==> config.mk <==
export PLATFORM = sky130hd
export DESIGN_NAME = rfds_ram
export DESIGN_NICKNAME = d
export VERILOG_FILES = /design/src/hdl/rfds_ram.sv
export SDC_FILE = /design/constraint.sdc
export NUM_CORES = 1
export LEC_CHECK = 0
export ABC_AREA = 1
export BUFFER_PORTS_ARGS = -buffer_cell sky130_fd_sc_hd__clkbuf_2
export CAP_MARGIN = 20
export CORE_MARGIN = 2
export CORE_UTILIZATION = 51
export CTS_BUF_LIST = sky130_fd_sc_hd__clkbuf_2 sky130_fd_sc_hd__clkbuf_4 sky130_fd_sc_hd__clkbuf_8
export CTS_CLUSTER_DIAMETER = 80
export CTS_CLUSTER_SIZE = 28
export DETAILED_ROUTE_END_ITERATION = 8
export PLACE_DENSITY_LB_ADDON = 0.15
export SYNTH_ARGS = -nofsm -noshare
export SYNTH_HDL_FRONTEND = slang
export SYNTH_SLANG_ARGS = --single-unit
==> constraint.sdc <==
create_clock -name clk_i -period 3.4 [get_ports clk_i]
set_input_delay 0.68 -clock clk_i [delete_from_list [all_inputs] [get_ports clk_i]]
set_output_delay 0.68 -clock clk_i [all_outputs]
set_load 0.02 [all_outputs]
==> src/hdl/rfds_ram.sv <==
`timescale 1ns / 1ps
// ----------------------------------------------------------------------------
// rfds_ram
// Generic single-write, single-read memory with registered read data.
// ----------------------------------------------------------------------------
module rfds_ram #(
  parameter int unsigned Width = 8,
  parameter int unsigned Depth = 16
) (
  input  logic                     clk_i,
  input  logic                     we_i,
  input  logic [$clog2(Depth)-1:0] waddr_i,
  input  logic [Width-1:0]         wdata_i,
  input  logic                     re_i,
  input  logic [$clog2(Depth)-1:0] raddr_i,
  output logic [Width-1:0]         rdata_o
);

  logic [Width-1:0] mem_q [Depth];
  logic [Width-1:0] rdata_q;

  always_ff @(posedge clk_i) begin
    if (we_i) begin
      mem_q[waddr_i] <= wdata_i;
    end
    if (re_i) begin
      rdata_q <= mem_q[raddr_i];
    end
  end

  assign rdata_o = rdata_q;

endmodule

# After elaboration in Yosys (flattened, before gate mapping)
# Memories as Yosys holds them, arrays and structs flattened. A register that Yosys moved wholly into a read port is not among the register bits.
# Cells that the tools add are included.
totals:
  ram_bits: 128
  memories: 1
  input_bits: 19
  ff_bits: 0
  elab_cells: 3
mem_list:
  columns: ["name", "depth", "width", "read_ports", "rd_clocked_by_memory_dff", "wr", "line", "rtl"]
  rows:
  - ["mem_q", 16, 8, 1, 1, 1, "19", "logic [Width-1:0] mem_q [Depth];"]
op_classes:
  muxes: 2
ops:
  columns: ["operator", "n"]
  rows:
  - ["$mux 1", 2]

# Logic depth before layout (Yosys ltp)
logic_depth:
  depth_word: 2
  mapped_depth: 8
  mapped_depth_nobuf: 7

# Worst setup path before layout
# OpenSTA, ideal clock, no wires.
synth_path:
  path_kind: "input port to flip-flop"
  startpoint: "input port waddr_i[2]"
  endpoint: "memory mem_q[10][0] (enable)"
  cell_stages: 2
  setup_time_ps: 370
  slack_ps: 1769
  arrival_time_ps: 1261
  path_cell_list: "nand3b_1 nor2_1"
synth_rtl:
  columns: ["element", "line", "rtl"]
  rows:
  - ["start: declaration", "12", "input logic [$clog2(Depth)-1:0] waddr_i,"]
  - ["end: declaration", "19", null]
# Straight into the memory's write port.

==> reports/results.ini <==
[sta]
clock_skew_ns = 0.0107
finalSetupViolations = 0
hold_ws_ns = 0.634
max_freq_mhz = 497
layout_min_cycle_time_ns = 2.01
tns_ns = 0
period_share_pct = 59.1
slew_headroom_pct = 35.9
slew_violations = 0
worst_pin_slew_ns = 0.957
rsz0062_at_grt = no
hold_viol = 0
fin_ws_ns = 1.39

[routing]
num_vias = 3766
ant_nets = 0
post-route-drc-count = 0
wl_per_cell_um = 17.5
wirelength_um = 12800
first_iter_violations = 381
drt_first_pass_iters = 5
vias_per_cell = 5.15

[final_layout]
drive_above_1_share_pct = 10.5
instances_no_fill = 731
diodes = 0
syn2layout_area_growth_pct = 9.46
fin_nets = 594
finish.utilization_pct = 56.5

[setup_path]
required_ns = 3.59
critPathKind = in -> reg
path_cells = clkbuf_2 -> buf_4 -> nand2_1 -> nand3_1 -> nand3_1 -> nand3_1 -> nand2_1
cp_num_buf_inv = 2
path_delay_family = buffers and inverters
crit_fanout = 34
crit_path_end_kind = flop
cp.arrival_ns = 2.20
r2r_cells = 6
critPathSlowestCell = clkbuf_2
cpMostUsedCell = nand3_1
reg2reg_slack_ns = 2.19
regToRegEndpoint = rdata_o[7]
crit_start = raddr_i[0]
max_stage_delay_ns = 0.54
r2r-start = mem_q[1][7]
cp-start-kind = primary input

[clock_tree]
insertion_delay_ns = 0.43
hold_buffers = 0
root_buffer = clkbuf_8
clock_sinks = 136
cts_setup_buffers = 0
cts_tree = yes
path_clk_slew_ns = 0.08
cts_max_path_buffers = 2
h-tree-depth = 4
numCtsBuffers = 17
cts_resized = 0

[global_route]
grt_pass1_vias = 3679
antenna_found_initial = 0
grt_pass1_wl_um = 20100
overflow = 0
grtUsageTotal_pct = 22.0
grt_max_degree = 65

[power]
vdd_drop_max_uv = 236
cellPowerDensity_nw_per_um2 = 530
leakagePower_nw = 2.75

[floorplan]
start_util_pct = 51.6
die-area_um2 = 12300
fp-row-count = 39
pin_count = 27
core_area_um2 = 11300
fp.dieW_um = 111
dieHeight_um = 111

[synthesis]
synth.avg_cell_area_um2 = 10.6
synth_compound_area_share_pct = 0
synth_mux_area_share_pct = 0
syn_nets = 570
yosysSeqAreaShare_pct = 69.8
post-synth-top-area-cell = edfxtp_1
synth_commonest_cells = nand2_1, edfxtp_1, inv_1, nand3_1, nor2_1
synthTopCellsByArea = edfxtp_1, nand2_1, nand3_1
synthCells = 551
synthesis.area_um2 = 5850
synth.most_common_cell = nand2_1
synth_fa_ha_area_share_pct = 0
synth_xor_area_share_pct = 0
synth_top_area_share_pct = 69.8
async_reset_ff_share_pct = 0
ys_warn_count = 0
synthSimpleGateAreaFrac_pct = 20.8
synth_top_family_by_area = simple AND/OR/NAND/NOR gates
synth_ff_type = edfxtp_1
synth-edff-count = 136
ys_types = 11
yosys_register_bits = 136

[placed_design]
gp_congestion = 0.858
numPortBuffers = 26
post-place-ws_ns = 0.934
dpl.cell_count = 699
place_hpwl_um = 7680

[run]
drv_cap = 0

[worst_hold_path]
holdCritStartpoint = re_i
min_path_type = in -> reg
holdPathEnd = rdata_o[1]
min_path_cells = 1

[outcome]
status = finished, final reports clean

-- how the worst max path moves through the flow --
stage                         to  slack, ns  depth (start not counted)
finish                rdata_o[1]       1.39                          7
global route          rdata_o[0]       1.28                          7
CTS                   rdata_o[1]       1.42                          7
detailed placement    rdata_o[1]       0.93                          7
global placement      rdata_o[1]       0.99                          7
floorplan           mem_q[10][0]       1.77                          2
-- flip-flops by register name (all words and copies together) (netlist names) --
| name | count |
|---|---|
| mem_q | 128 |
| rdata_o | 8 |
-- layer usage --
layer	vias to the layer above	part of all wire (%)	track usage (%)	wire length (um)
li1	1825	-	-	-
met5	-	0	0	0
met4	0	1.7	7.74	211
met3	21	7.7	5.36	988
met1	1775	43	30.9	5470
met2	145	48	34.0	6110
-- kinds of logic after synthesis --
| kind of cell | Yosys count |
|---|---|
| flip-flops | 136 |
| buffers and inverters | 126 |
| AND/OR/NAND/NOR | 289 |
-- layout by cell type, fill, tap and decap left out --
cell type and instances:
buf_12 1, bufinv_16 2, edfxtp_1 136, nand3_1 97, clkbuf_4 5, nand2_1 173
clkinv_1 1, nand3b_1 2, buf_4 2, nor2_1 17, inv_2 2, clkinv_2 5
clkbuf_2 26, inv_1 100, clkbuf_8 17, clkinvlp_4 2
-- worst reg2reg max path: stages, from the launching register on --
cell      delay [ns]
edfxtp_1        0.36
inv_1           0.06
nand2_1         0.04
nand3_1         0.13
nand3_1         0.12
nand3_1         0.19
nand2_1         0.07
-- area by class of cell --
class,count,area (um^2)
clock buffer,22,272
clock inverter,10,104
fill,973,4920
inverter,102,383
multi-input combinational,289,1210
sequential,136,4080
tap,143,179
timing repair buffer,29,165
-- power by group --
part / leakage, nW / switching [mW] / internal, mW
Sequential: 1.24 / 0.00961 / 1.89
Clock: 0.195 / 0.584 / 0.682
Combinational: 1.32 / 0.169 / 0.0594
-- metrics by stage --
step / power (mW) / cell area [um^2]
detailed placement: 2.16 / 6020
CTS: 3.42 / 6400
global route: 3.52 / 6400
finish: 3.39 / 6400
floorplan: 2.08 / 5850
global placement: 2.16 / 6020
(Power assumes the default switching activity.)
