`src/hdl/rfds_pkg.sv`:
```
`timescale 1ns / 1ps
// ----------------------------------------------------------------------------
// rfds_pkg
// Shared types and constants of the ring fifo with drop statistics.
// ----------------------------------------------------------------------------
package rfds_pkg;

  localparam int unsigned DEPTH_MAX    = 1024;
  localparam int unsigned DATA_WIDTH   = 64;
  localparam int unsigned ADDR_W       = $clog2(DEPTH_MAX);
  localparam int unsigned LEVEL_W      = 11;
  localparam int unsigned TOTAL_W      = 32;
  localparam int unsigned CAP_LOG2_W   = 4;
  localparam int unsigned PAYLOAD_W    = 64;

  localparam logic [CAP_LOG2_W-1:0] CapLog2Reset = CAP_LOG2_W'(10);
  localparam logic [CAP_LOG2_W-1:0] CapLog2Min   = CAP_LOG2_W'(1);
  localparam logic [CAP_LOG2_W-1:0] CapLog2Max   = CAP_LOG2_W'(ADDR_W);

  typedef enum logic {
    CMD_ENQUEUE = 1'b0,
    CMD_DEQUEUE = 1'b1
  } command_e;

  typedef enum logic [1:0] {
    ST_OK    = 2'd0,
    ST_FULL  = 2'd1,
    ST_EMPTY = 2'd2
  } status_e;

  typedef struct packed {
    command_e               command;
    logic [PAYLOAD_W-1:0]   event_data;
  } req_t;

  typedef struct packed {
    status_e                status;
    logic [PAYLOAD_W-1:0]   out_data;
    logic [LEVEL_W-1:0]     fill_level;
    logic [TOTAL_W-1:0]     dropped_total;
    logic [TOTAL_W-1:0]     accepted_total;
    logic [LEVEL_W-1:0]     peak_fill;
  } rsp_t;

  // slot memory access issued by the control unit
  typedef struct packed {
    logic                   we;
    logic [ADDR_W-1:0]      waddr;
    logic [DATA_WIDTH-1:0]  wdata;
    logic                   re;
    logic [ADDR_W-1:0]      raddr;
  } mem_req_t;

  // result fields known to the control unit, payload comes from the memory
  typedef struct packed {
    logic                   valid;
    logic                   rd_hit;
    status_e                status;
    logic [LEVEL_W-1:0]     fill_level;
    logic [TOTAL_W-1:0]     dropped_total;
    logic [TOTAL_W-1:0]     accepted_total;
    logic [LEVEL_W-1:0]     peak_fill;
  } ctrl_rsp_t;

endpackage

```
`src/hdl/rfds_ctrl.sv`:
```
`timescale 1ns / 1ps
// ----------------------------------------------------------------------------
// rfds_ctrl
// Pointers, fill count and statistics; issues slot memory accesses.
// ----------------------------------------------------------------------------
module rfds_ctrl import rfds_pkg::*; (
  input  logic                  clk_i,
  input  logic                  rst_ni,
  input  logic                  accept_i,
  input  req_t                  req_i,
  input  logic                  cfg_we_i,
  input  logic [CAP_LOG2_W-1:0] cfg_wdata_i,
  output mem_req_t              mem_req_o,
  output ctrl_rsp_t             rsp_o
);

  logic [CAP_LOG2_W-1:0] cap_log2_q;
  logic [ADDR_W-1:0]     rd_ptr_q, rd_ptr_d;
  logic [ADDR_W-1:0]     wr_ptr_q, wr_ptr_d;
  logic [LEVEL_W-1:0]    fill_q, fill_d;
  logic [TOTAL_W-1:0]    drop_q, drop_d;
  logic [TOTAL_W-1:0]    acc_q, acc_d;
  logic [LEVEL_W-1:0]    peak_q, peak_d;
  logic                  valid_q;
  logic                  rd_hit_q, rd_hit_d;
  status_e               status_q, status_d;

  logic [CAP_LOG2_W-1:0] lg_eff;
  logic [LEVEL_W-1:0]    cap;
  logic [ADDR_W-1:0]     ptr_mask;

  // saturate the register into the legal range
  always_comb begin
    lg_eff = cap_log2_q;
    if (cap_log2_q < CapLog2Min) begin
      lg_eff = CapLog2Min;
    end else if (cap_log2_q > CapLog2Max) begin
      lg_eff = CapLog2Max;
    end
    cap      = LEVEL_W'(1) << lg_eff;
    ptr_mask = ADDR_W'(cap - LEVEL_W'(1));
  end

  always_comb begin
    rd_ptr_d  = rd_ptr_q;
    wr_ptr_d  = wr_ptr_q;
    fill_d    = fill_q;
    drop_d    = drop_q;
    acc_d     = acc_q;
    peak_d    = peak_q;
    rd_hit_d  = 1'b0;
    status_d  = ST_OK;
    mem_req_o = '0;
    mem_req_o.waddr = wr_ptr_q;
    mem_req_o.wdata = req_i.event_data[DATA_WIDTH-1:0];
    mem_req_o.raddr = rd_ptr_q;
    if (accept_i) begin
      unique case (req_i.command)
        CMD_ENQUEUE: begin
          if (fill_q >= cap) begin
            status_d = ST_FULL;
            drop_d   = drop_q + TOTAL_W'(1);
          end else begin
            mem_req_o.we = 1'b1;
            wr_ptr_d     = (wr_ptr_q + ADDR_W'(1)) & ptr_mask;
            fill_d       = fill_q + LEVEL_W'(1);
            acc_d        = acc_q + TOTAL_W'(1);
            if (fill_d > peak_q) begin
              peak_d = fill_d;
            end
          end
        end
        CMD_DEQUEUE: begin
          if (fill_q == '0) begin
            status_d = ST_EMPTY;
          end else begin
            mem_req_o.re = 1'b1;
            rd_hit_d     = 1'b1;
            rd_ptr_d     = (rd_ptr_q + ADDR_W'(1)) & ptr_mask;
            fill_d       = fill_q - LEVEL_W'(1);
          end
        end
        default: ;
      endcase
    end
  end

  always_ff @(posedge clk_i or negedge rst_ni) begin
    if (!rst_ni) begin
      cap_log2_q <= CapLog2Reset;
      rd_ptr_q   <= '0;
      wr_ptr_q   <= '0;
      fill_q     <= '0;
      drop_q     <= '0;
      acc_q      <= '0;
      peak_q     <= '0;
      valid_q    <= 1'b0;
      rd_hit_q   <= 1'b0;
      status_q   <= ST_OK;
    end else if (cfg_we_i) begin
      cap_log2_q <= cfg_wdata_i;
      rd_ptr_q   <= '0;
      wr_ptr_q   <= '0;
      fill_q     <= '0;
      drop_q     <= '0;
      acc_q      <= '0;
      peak_q     <= '0;
      valid_q    <= 1'b0;
      rd_hit_q   <= 1'b0;
    end else begin
      rd_ptr_q <= rd_ptr_d;
      wr_ptr_q <= wr_ptr_d;
      fill_q   <= fill_d;
      drop_q   <= drop_d;
      acc_q    <= acc_d;
      peak_q   <= peak_d;
      valid_q  <= accept_i;
      rd_hit_q <= rd_hit_d;
      status_q <= status_d;
    end
  end

  // counters hold the post-request values during the result cycle
  always_comb begin
    rsp_o.valid          = valid_q;
    rsp_o.rd_hit         = rd_hit_q;
    rsp_o.status         = status_q;
    rsp_o.fill_level     = fill_q;
    rsp_o.dropped_total  = drop_q;
    rsp_o.accepted_total = acc_q;
    rsp_o.peak_fill      = peak_q;
  end

endmodule

```
`config.mk`:
```
export PLATFORM = sky130hd
export DESIGN_NAME = rfds_ctrl
export DESIGN_NICKNAME = d
export VERILOG_FILES = /design/src/hdl/rfds_pkg.sv /design/src/hdl/rfds_ctrl.sv
export SDC_FILE = /design/constraint.sdc
export NUM_CORES = 1
export LEC_CHECK = 0
export BUFFER_PORTS_ARGS = -buffer_cell sky130_fd_sc_hd__buf_2
export CORE_AREA = 2 2 120 145
export DETAILED_ROUTE_END_ITERATION = 7
export DIE_AREA = 0 0 122 147
export PLACE_DENSITY = 0.72
export SYNTH_ARGS = -nofsm -noshare
export SYNTH_HDL_FRONTEND = slang
export SYNTH_SLANG_ARGS = --single-unit
export TNS_END_PERCENT = 10
```
`constraint.sdc`:
```
create_clock -name clk_i -period 9.1 [get_ports clk_i]
set_input_delay 0.455 -clock clk_i [delete_from_list [all_inputs] [get_ports clk_i]]
set_output_delay 0.455 -clock clk_i [all_outputs]
set_load 0.03 [all_outputs]
```
== Word level (Yosys, flattened, before mapping) ==
Index checks and enable logic that the tools add are counted.
W data, S select, Z words.

* Bitwise logic cells: 3
* Shifts and indexed selects: 1
* $lt $le $gt $ge: 4
* Equality and inequality tests: 5
* Muxes and demuxes: 40
* Add/subtract/negate cells: 7
* Reductions and logical operators: 10

{| class="wikitable"
|+ Operator list
! operator !! number
|-
| $mux W32 || 8
|-
| $mux W11 || 9
|-
| $mux W10 || 8
|-
| $add A32 B1 Y32 const B || 2
|-
| $pmux W11 S2 || 1
|-
| $add A10 B1 Y10 const B || 2
|-
| $and A10 B10 Y10 || 2
|-
| $reduce_and A3 Y1 || 4
|-
| $add A11 B1 Y11 const B || 1
|-
| $ge A11 B11 Y1 || 1
|-
| $gt A11 B11 Y1 || 1
|-
| $logic_not A11 Y1 || 1
|-
| $shl A1 B4 Y11 const A || 1
|-
| $sub A11 B1 Y11 const B || 1
|-
| $sub A10 B1 Y10 const B || 1
|-
| $mux W1 || 9
|-
| $mux W4 || 2
|-
| $reduce_bool A2 Y1 || 4
|-
| $ne A3 B3 Y1 const B || 2
|-
| $gt A4 B4 Y1 const B || 1
|-
| $lt A4 B1 Y1 const B || 1
|-
| $mux W2 || 2
|-
| $ne A2 B2 Y1 const B || 2
|-
| $pmux W2 S2 || 1
|-
| 3 further kinds || 3
|}

* Logic and storage cells: 80
* Register bits: 114
* Input bits: 73

== Longest topological paths before layout ==
Gate-level depths: netlist of the first run.

* Depth in word-level cells: 10
* Depth in mapped cells: 14

== Worst setup path after synthesis of the first run ==
OpenSTA, ideal clock, no wires.

* Kind: register -> register
* Start: register fill_q[4]
* End: register peak_q[0]
* Library setup time: 0.132 ns
* Stages on the path, launching flop included: 15
* Clock period less this slack: 3.313 ns
* Path slack: 5.787 ns
* Arrival: 3.181 ns
* Buffers on the path: 2
* Cell sequence: dfrtp_1 clkbuf_1 and3_1 nand3_1 or2_2 xnor2_1 ha_1 o21ai_0 o21bai_1 a21o_1 a221o_1 nand3_1 clkbuf_1 mux2i_1 nor2_1

* Cells in the longest elaborated chain, start to end: 4
* Elaborated cells between the ends (all ways): 6

{| class="wikitable"
|+ Ends and longest elaborated chain
! item !! line !! text
|-
| start: declaration || rfds_ctrl.sv:20 || <nowiki>logic [LEVEL_W-1:0] fill_q, fill_d;</nowiki>
|-
| start signal: assignment || rfds_ctrl.sv:113 || <nowiki>fill_q <= fill_d;</nowiki>
|-
| $add A11 B1 Y11 || rfds_ctrl.sv:66 || <nowiki>fill_d = fill_q + LEVEL_W'(1);</nowiki>
|-
| $gt A11 B11 Y1 || rfds_ctrl.sv:68 || <nowiki>if (fill_d > peak_q) begin</nowiki>
|-
| $reduce_bool A2 Y1 (no line) || -- ||
|-
| $reduce_and A4 Y1 (no line) (*) || -- ||
|-
| end signal: assignment || rfds_ctrl.sv:116 || <nowiki>peak_q <= peak_d;</nowiki>
|-
| end: declaration || rfds_ctrl.sv:23 || <nowiki>logic [LEVEL_W-1:0] peak_q, peak_d;</nowiki>
|}

Mark *: on every way between the ends. The rest lies on a longest branch, timed or not.
A chain may end at the register's enable or synchronous reset.

==> results by group, run 1 <==
Run status
  • Status: complete, no violations

Floorplanning
  • Rows: 52
  • Starting density of the core: 44.07%
  • I/O pin count: 249
  • Die Span Y: 147 µm
  • Die ar.: 17930 µm²
  • Chip Width: 122 µm
  • Core area: 16590 µm²

Worst setup path
  • Critical path arrival: 3.76 ns
  • CP max stage cell: or4b_2
  • Critical Path RT: 8.65 ns
  • Setup crit end kind: output pin
  • Cells along the critical path: or4b_2 > ha_1 > a211oi_1 > nor2_1 > a211oi_4 > a21o_1 > nand2_1 > clkinv_1 > buf_2
  • Startpoint types: flop
  • Crit Path Class: reg -> out
  • Worst-path maximum fanout: 16
  • CP Buf/Inv Count: 2
  • Critical path's top delay family: simple AND/OR/NAND/NOR gates
  • Crit path largest cell delay: 0.64 ns

Global route
  • First-pass GRT wire length: 29790 µm
  • All-Layer GR Usage: 21.10%
  • Largest net degree at the start of global routing: 61
  • Grt ovf: 0
  • Antenna violations before repair: 1
  • Vias in the first global route: 5774

Finish
  • Synthesis-to-layout area growth: 11.23%
  • Util after Layout: 49.02%
  • Share of cells above drive strength 1: 20.43%
  • Fin area: 8133 µm²
  • Fin nets: 976
  • Non-Filler Instances: 1103

CTS
  • Post-CTS Hold Fix Bufs: 0
  • # Post-CTS Setup Buffers: 0
  • Clock Path Buffers: 2
  • Latest clock arrival within the worst-skew pair: 0.42 ns
  • CTS tree: done
  • Post-CTS Resized: 0
  • Clk sinks: 114
  • H-tree depth: 4
  • Clk slew on worst S/H paths: 0.06 ns
  • CTS Root Cell: clkbuf_16
  • CTS Buf Count: 17

Route
  • Vias after detailed routing: 6172
  • Initial drt markers: 459
  • First-pass iteration count of the detailed router: 5
  • DRC Markers: 0
  • DRT Wirelength: 18790 µm
  • Post-route ant nets: 0
  • Avg WL per Cell: 17.03 µm
  • Via density: 5.596

Synthesis
  • Top post-synthesis cells by area: dfrtp_1 38%, buf_4 6.9%, nor2_1 5.7%
  • Mapped Nets: 939
  • Synth warn: 0
  • #FFs+latches synth: 114
  • Post-synth EDFFs: 0
  • Unique masters post-synth: 72
  • Share of the synthesized area in the top cell type: 38.33%
  • Netlist Area Pre-Place: 7312 µm²
  • Most used DFF post-synth: dfrtp_1
  • Avg Cell Area, Syn: 8.746 µm²
  • Area leader, netlist: dfrtp_1
  • Sequential area share after synthesis: 39.05%
  • Post-synth ARST share: 100.0%
  • Mapped Cells: 836

Timing
  • Fin. Hold Viols: 0
  • Final setup margin: 4.883 ns
  • Fmax: 237.2 MHz
  • Slew Limit Fails: 0
  • # setup viols final: 0
  • Clk_skew: 0.009825 ns
  • WHS: 0.07122 ns
  • RSZ-0062 raised after global routing: no
  • Tmin final: 4.217 ns
  • Relative slew slack: 31.25%
  • Setup Total Neg Slack: 0 ns
  • Period utilisation layout: 46.34%
  • Worst-margin pin slew: 1.027 ns

Flow run
  • Max_cap viols: 0

Placement
  • Place WS: 5.325 ns
  • Port Buffers: 120
  • Cell Area, Placed: 7559 µm²
  • GP Congestion: 0.8309
  • Placed Instances: 1070
  • DP Wirelength: 13240 µm

Power
  • Final Power: 2.226 mW
  • Power per standard cell area: 273.7 nW/µm²
  • VDD IR max: 0.0001298 V
  • Leak Pwr: 3.864 nW

Hold path
  • HP Class: in -> async
==> cell usage after synthesis (15+ instances only) <==
library cell,instances
ha_1,30
xor2_1,40
and3_1,19
dfrtp_1,112
a21oi_1,28
inv_1,21
xnor2_1,23
buf_4,67
nand3_1,41
o21ai_0,29
nand2_1,70
clkbuf_1,33
nand4_1,23
nor2_1,112
a211oi_1,15
==> where the power goes <==
group          switching [mW]  total, mW  internal, mW  leakage (nW)
combinational           0.609      0.924         0.316          2.02
clock                   0.268      0.651         0.382         0.270
sequential             0.0942      0.651         0.557          1.57
==> layout make-up <==
class | count | area [µm²]
multi-input combinational | 594 | 3719
clock inverter | 15 | 146.4
inverter | 23 | 86.33
fill | 1595 | 8458
antenna | 1 | 2.502
sequential | 114 | 2855
timing repair buffer | 123 | 628.1
tap | 216 | 270.3
clock buffer | 17 | 425.4
==> cell usage in the layout (no fill, tap or decap), types with 3 or more instances in the layout <==
cell        netlist  final
nand2b_1          5      5
and2_1            9      9
inv_1            21     21
o21ai_0          29     29
nand3b_1          3      3
nor3b_1           3      3
o22ai_1           7      7
o31ai_1           4      4
a21oi_1          28     28
a21o_1            5      5
or3_1            11     11
o211ai_1          5      5
a211o_1           3      3
and3_1           19     19
nor3_1           14     14
or2_2             6      6
nor2_1          112    112
dfrtp_1         112    112
buf_2             3    118
clkinvlp_4        0      4
mux2_2            7      7
buf_4            67      5
xor2_1           40     40
a211oi_1         15     14
or4_1             5      5
xnor2_1          23     23
nor2b_1          13     13
nor4_1           10     10
nand4_1          23     23
clkbuf_16         0     17
ha_1             30     30
inv_6             0      7
nand2_1          70     70
and4_1            5      5
mux2i_1           4      4
nand3_1          41     41
==> cells by family (layout without fill, tap and decap cells) <==
group                      count (synthesis)  count (layout)  synth area share, %
DFF                                      114             114                39.05
buffers and inverters                    128             178                10.16
muxes                                     12              12                1.780
adders and majority gates                 30              30                5.133
xor gates and xnor gates                  63              63                7.546
and+or+nand+nor                          361             361                24.76
other                                      2               3               0.1027
AOI/OAI and AO/OA                        126             126                11.47
==> state kept, by name (all words and copies together) (netlist names) <==
signal / count
cap_log2_q: 4
wr_ptr_q: 10
drop_q: 32
valid_q: 1
peak_q: 11
status_q: 2
rd_hit_q: 1
fill_q: 11
acc_q: 32
rd_ptr_q: 10
==> final timing paths <==
kind,startpoint,to,slack (ns),cells past startpoint
worst max-delay path,cap_log2_q[2],mem_req_o[85],4.88,9
worst min-delay path,rst_ni,acc_q[23],0.07,1
worst max register to register,cap_log2_q[2],acc_q[20],5.34,8
worst min register to register,status_q[1],status_q[1],0.50,2
max in group asynchronous,rst_ni,cap_log2_q[0],7.77,2
min in group clk_i,cfg_wdata_i[3],cap_log2_q[3],0.26,3
==> layer usage <==
layer  track usage (%)  share of wire (%)  up-vias
met5                 0                  0        -
met4             10.11                3.0        0
met3             5.241                7.1       60
met2             33.38                 48      199
met1             26.96                 42     2977
li1                  -                  -     2936
(Power assumes the default switching activity.)
==> run 2, diff against run 1 <==
--- a/config.mk
+++ b/config.mk
@@ -9,7 +9,7 @@
 export CORE_AREA = 2 2 120 145
 export DETAILED_ROUTE_END_ITERATION = 7
 export DIE_AREA = 0 0 122 147
-export PLACE_DENSITY = 0.72
+export PLACE_DENSITY = 0.75
 export SYNTH_ARGS = -nofsm -noshare
 export SYNTH_HDL_FRONTEND = slang
 export SYNTH_SLANG_ARGS = --single-unit
==> constraint.sdc (replaced) <==
create_clock -name clk_i -period 3.4 [get_ports clk_i]
set_input_delay 0.17 -clock clk_i [delete_from_list [all_inputs] [get_ports clk_i]]
set_output_delay 0.17 -clock clk_i [all_outputs]
set_load 0.03 [all_outputs]
==> run 2 against run 1 <==
Net effect:
- setup slack worse by 4.8 ns
- wire length up 3.9%
- sequential share of layout area fell by 1.4 points
- clock skew rose by 0.0030 ns
- critical endpoint is now drop_q[27]
- highest routed layer unchanged
==> results by group, run 2 (synthesis results as in run 1) <==
Power
  • Power per standard cell area: 773.4 nW/µm² (+180%)
  • VDD IR max: 0.0004134 V (+220%)
  • Leak Pwr: 4.012 nW (+3.8%)
  • Final Power: 6.545 mW (+190%)

CTS
  • Clock Path Buffers: 2 (unchanged)
  • CTS Buf Count: 17 (unchanged)
  • Clk sinks: 114 (unchanged)
  • Latest clock arrival within the worst-skew pair: 0.42 ns (about the same)
  • CTS Root Cell: clkbuf_16
  • Clk slew on worst S/H paths: 0.06 ns (about the same)
  • CTS tree: done
  • H-tree depth: 4 (unchanged)

Timing
  • WHS: 0.02236 ns (-0.04887 ns)
  • Worst-margin pin slew: 0.7064 ns (-0.3201 ns)
  • Clk_skew: 0.01281 ns (+0.002988 ns)
  • # setup viols final: 0 (unchanged)
  • Relative slew slack: 52.90% (+22 points)
  • Fin. Hold Viols: 0 (unchanged)
  • RSZ-0062 raised after global routing: yes
  • Final setup margin: 0.1114 ns (-4.772 ns)
  • Period utilisation layout: 96.72%
  • Slew Limit Fails: 0 (unchanged)
  • Setup Total Neg Slack: 0 ns (unchanged)
  • Fmax: 304.1 MHz
  • Tmin final: 3.289 ns

Placement
  • Place WS: 0.1714 ns (-5.154 ns)
  • DP Wirelength: 13680 µm (+3.3%)
  • GP Congestion: 0.8402 (+1.1%)
  • Port Buffers: 120 (unchanged)

Route
  • Top sig layer: met4
  • DRC Markers: 0 (unchanged)
  • Via density: 5.608 (+0.21%)
  • Initial drt markers: 452 (-1.5%)
  • Post-route ant nets: 0 (unchanged)
  • Metal3 WL: 1100 µm (-17%)
  • DRT Wirelength: 19520 µm (+3.9%)
  • Vias after detailed routing: 6331 (+2.6%)
  • Met2 WL: 9664 µm (+7.7%)
  • First-pass iteration count of the detailed router: 5 (unchanged)
  • Avg WL per Cell: 17.29 µm (+1.5%)
  • M1 wire length: 8198 µm (+3.6%)

Floorplanning
  • Rows: 52 (unchanged)
  • I/O pin count: 249 (unchanged)
  • Core area: 16590 µm² (unchanged)
  • Die ar.: 17930 µm² (unchanged)
  • Die Span Y: 147 µm (unchanged)
  • Chip Width: 122 µm (unchanged)
  • Starting density of the core: 44.07% (unchanged)

Worst setup path
  • Crit path from: cap_log2_q[3]
  • Critical path arrival: 3.63 ns (-0.13 ns)
  • Worst-path maximum fanout: 16 (unchanged)
  • Critical Path RT: 3.74 ns (-4.91 ns)
  • Setup crit end kind: flop
  • Number of cells on the worst reg-to-reg path: 12 (+4)
  • Worst Setup EP: drop_q[27]
  • Reg2Reg Setup Slack: 0.11 ns (-5.23 ns)
  • R2R Path Start: cap_log2_q[3]
  • Critical R2R Capture: drop_q[27]
  • Startpoint types: flop
  • Crit Path Class: reg -> reg

Global route
  • Grt ovf: 0 (unchanged)
  • Largest net degree at the start of global routing: 66 (+8.2%)
  • Vias in the first global route: 6150 (+6.5%)
  • All-Layer GR Usage: 21.94% (+0.84 points)
  • First-pass GRT wire length: 31350 µm (+5.3%)
  • Antenna violations before repair: 1 (unchanged)

Finish
  • Area taken by multi-input logic gates: 3765 µm² (+1.2%)
  • Reg area: 2856 µm² (about the same)
  • Share of cells above drive strength 1: 23.25% (+2.8 points)
  • Fillers: 1552 (-2.7%)
  • Fin nets: 1002 (+2.7%)
  • Biggest regs: acc_q: 32 flops, drop_q: 32 flops
  • Commonest cells after routing, fill and taps aside: 118 x buf_2, 111 x nor2_1, 111 x dfrtp_1
  • Commonest non-fill, non-tap cell in the layout: buf_2
  • Synthesis-to-layout area growth: 15.74%

Hold path
  • HP Class: in -> reg

Flow run
  • Max_cap viols: 0 (unchanged)

Run status
  • Status: complete, no violations
run 2: cell types whose count changed in the layout (fill, tap and decap cells not counted), sizes merged:
cell / previous run / this run
bufinv: 1 / 4
buf: 123 / 146
clkinv: 3 / 5
clkinvlp: 4 / 1
clkbuf: 17 / 20
inv: 30 / 26
dlygate4sd3: 0 / 2
run 2: worst min-delay path by stage:
| stage | start | endpoint | slack, ns | depth (start not counted) |
|---|---|---|---|---|
| 2_1_floorplan | rst_ni | acc_q[0] | -0.13 | 0 |
| 3_5_place_dp | rst_ni | peak_q[3] | 0.26 | 1 |
| 4_1_cts | cfg_wdata_i[3] | cap_log2_q[3] | 0.004 | 3 |
| 6_report | cfg_wdata_i[3] | cap_log2_q[3] | 0.02 | 3 |
| 3_3_place_gp | rst_ni | rd_ptr_q[1] | 0.26 | 1 |
| 5_1_grt | cfg_wdata_i[2] | cap_log2_q[2] | 0.03 | 2 |
run 2: metrics by stage:
stage                     util [%]  area, µm²  std cells
after floorplan                  -       7312        836
after global placement       46.46       7709       1090
after detailed placement     46.46       7709       1090
after CTS                    50.69       8409       1127
after global routing         51.01       8463       1129
final                        51.01       8463       1129
run 2: worst max-delay path, cell delays in order (launching register included):
cell and delay, ns:
dfstp_2 0.44, or4b_2 0.66, ha_1 0.32, nand4_1 0.11
nor2_2 0.17, a211oi_4 0.10, buf_4 0.15, buf_4 0.14
a211oi_4 0.27, buf_6 0.20, nand4_1 0.15, or3_1 0.35
a21oi_1 0.15
run 2: metal layers:
layer | global-route usage [%] | vias to the layer above
li1 | - | 3000
met1 | 27.59 | 3084
met2 | 35.81 | 189
met3 | 4.425 | 58
met4 | 10.75 | 0
met5 | 0 | -
run 2: power by group:
part,leakage [nW],internal (mW),switching [mW],total [mW]
clock,0.315,1.28,0.698,1.98
sequential,1.57,1.49,0.189,1.68
combinational,2.13,1.08,1.81,2.89
run 2: timing repair:
action | 4_1_cts | 5_1_grt
setup endpoints to repair | 1 | 23
hold buffers | 2 | 0
gates cloned | 0 | 1
pin swaps | 2 | 1
gates resized for setup | 1 | 10
endpoints found under the hold margin | 49 | 0
setup buffers | 3 | 0
run 2: layout make-up:
| class | instances | area share, % |
|---|---|---|
| multi-input cells | 594 | 44.49 |
| flip-flops and latches | 114 | 33.75 |
| diodes | 1 | 0.02957 |
| inverters | 23 | 1.020 |
| repair buffers | 149 | 9.831 |
| clock inverters | 13 | 2.336 |
| clock buffers | 19 | 5.352 |
| well taps | 216 | 3.193 |
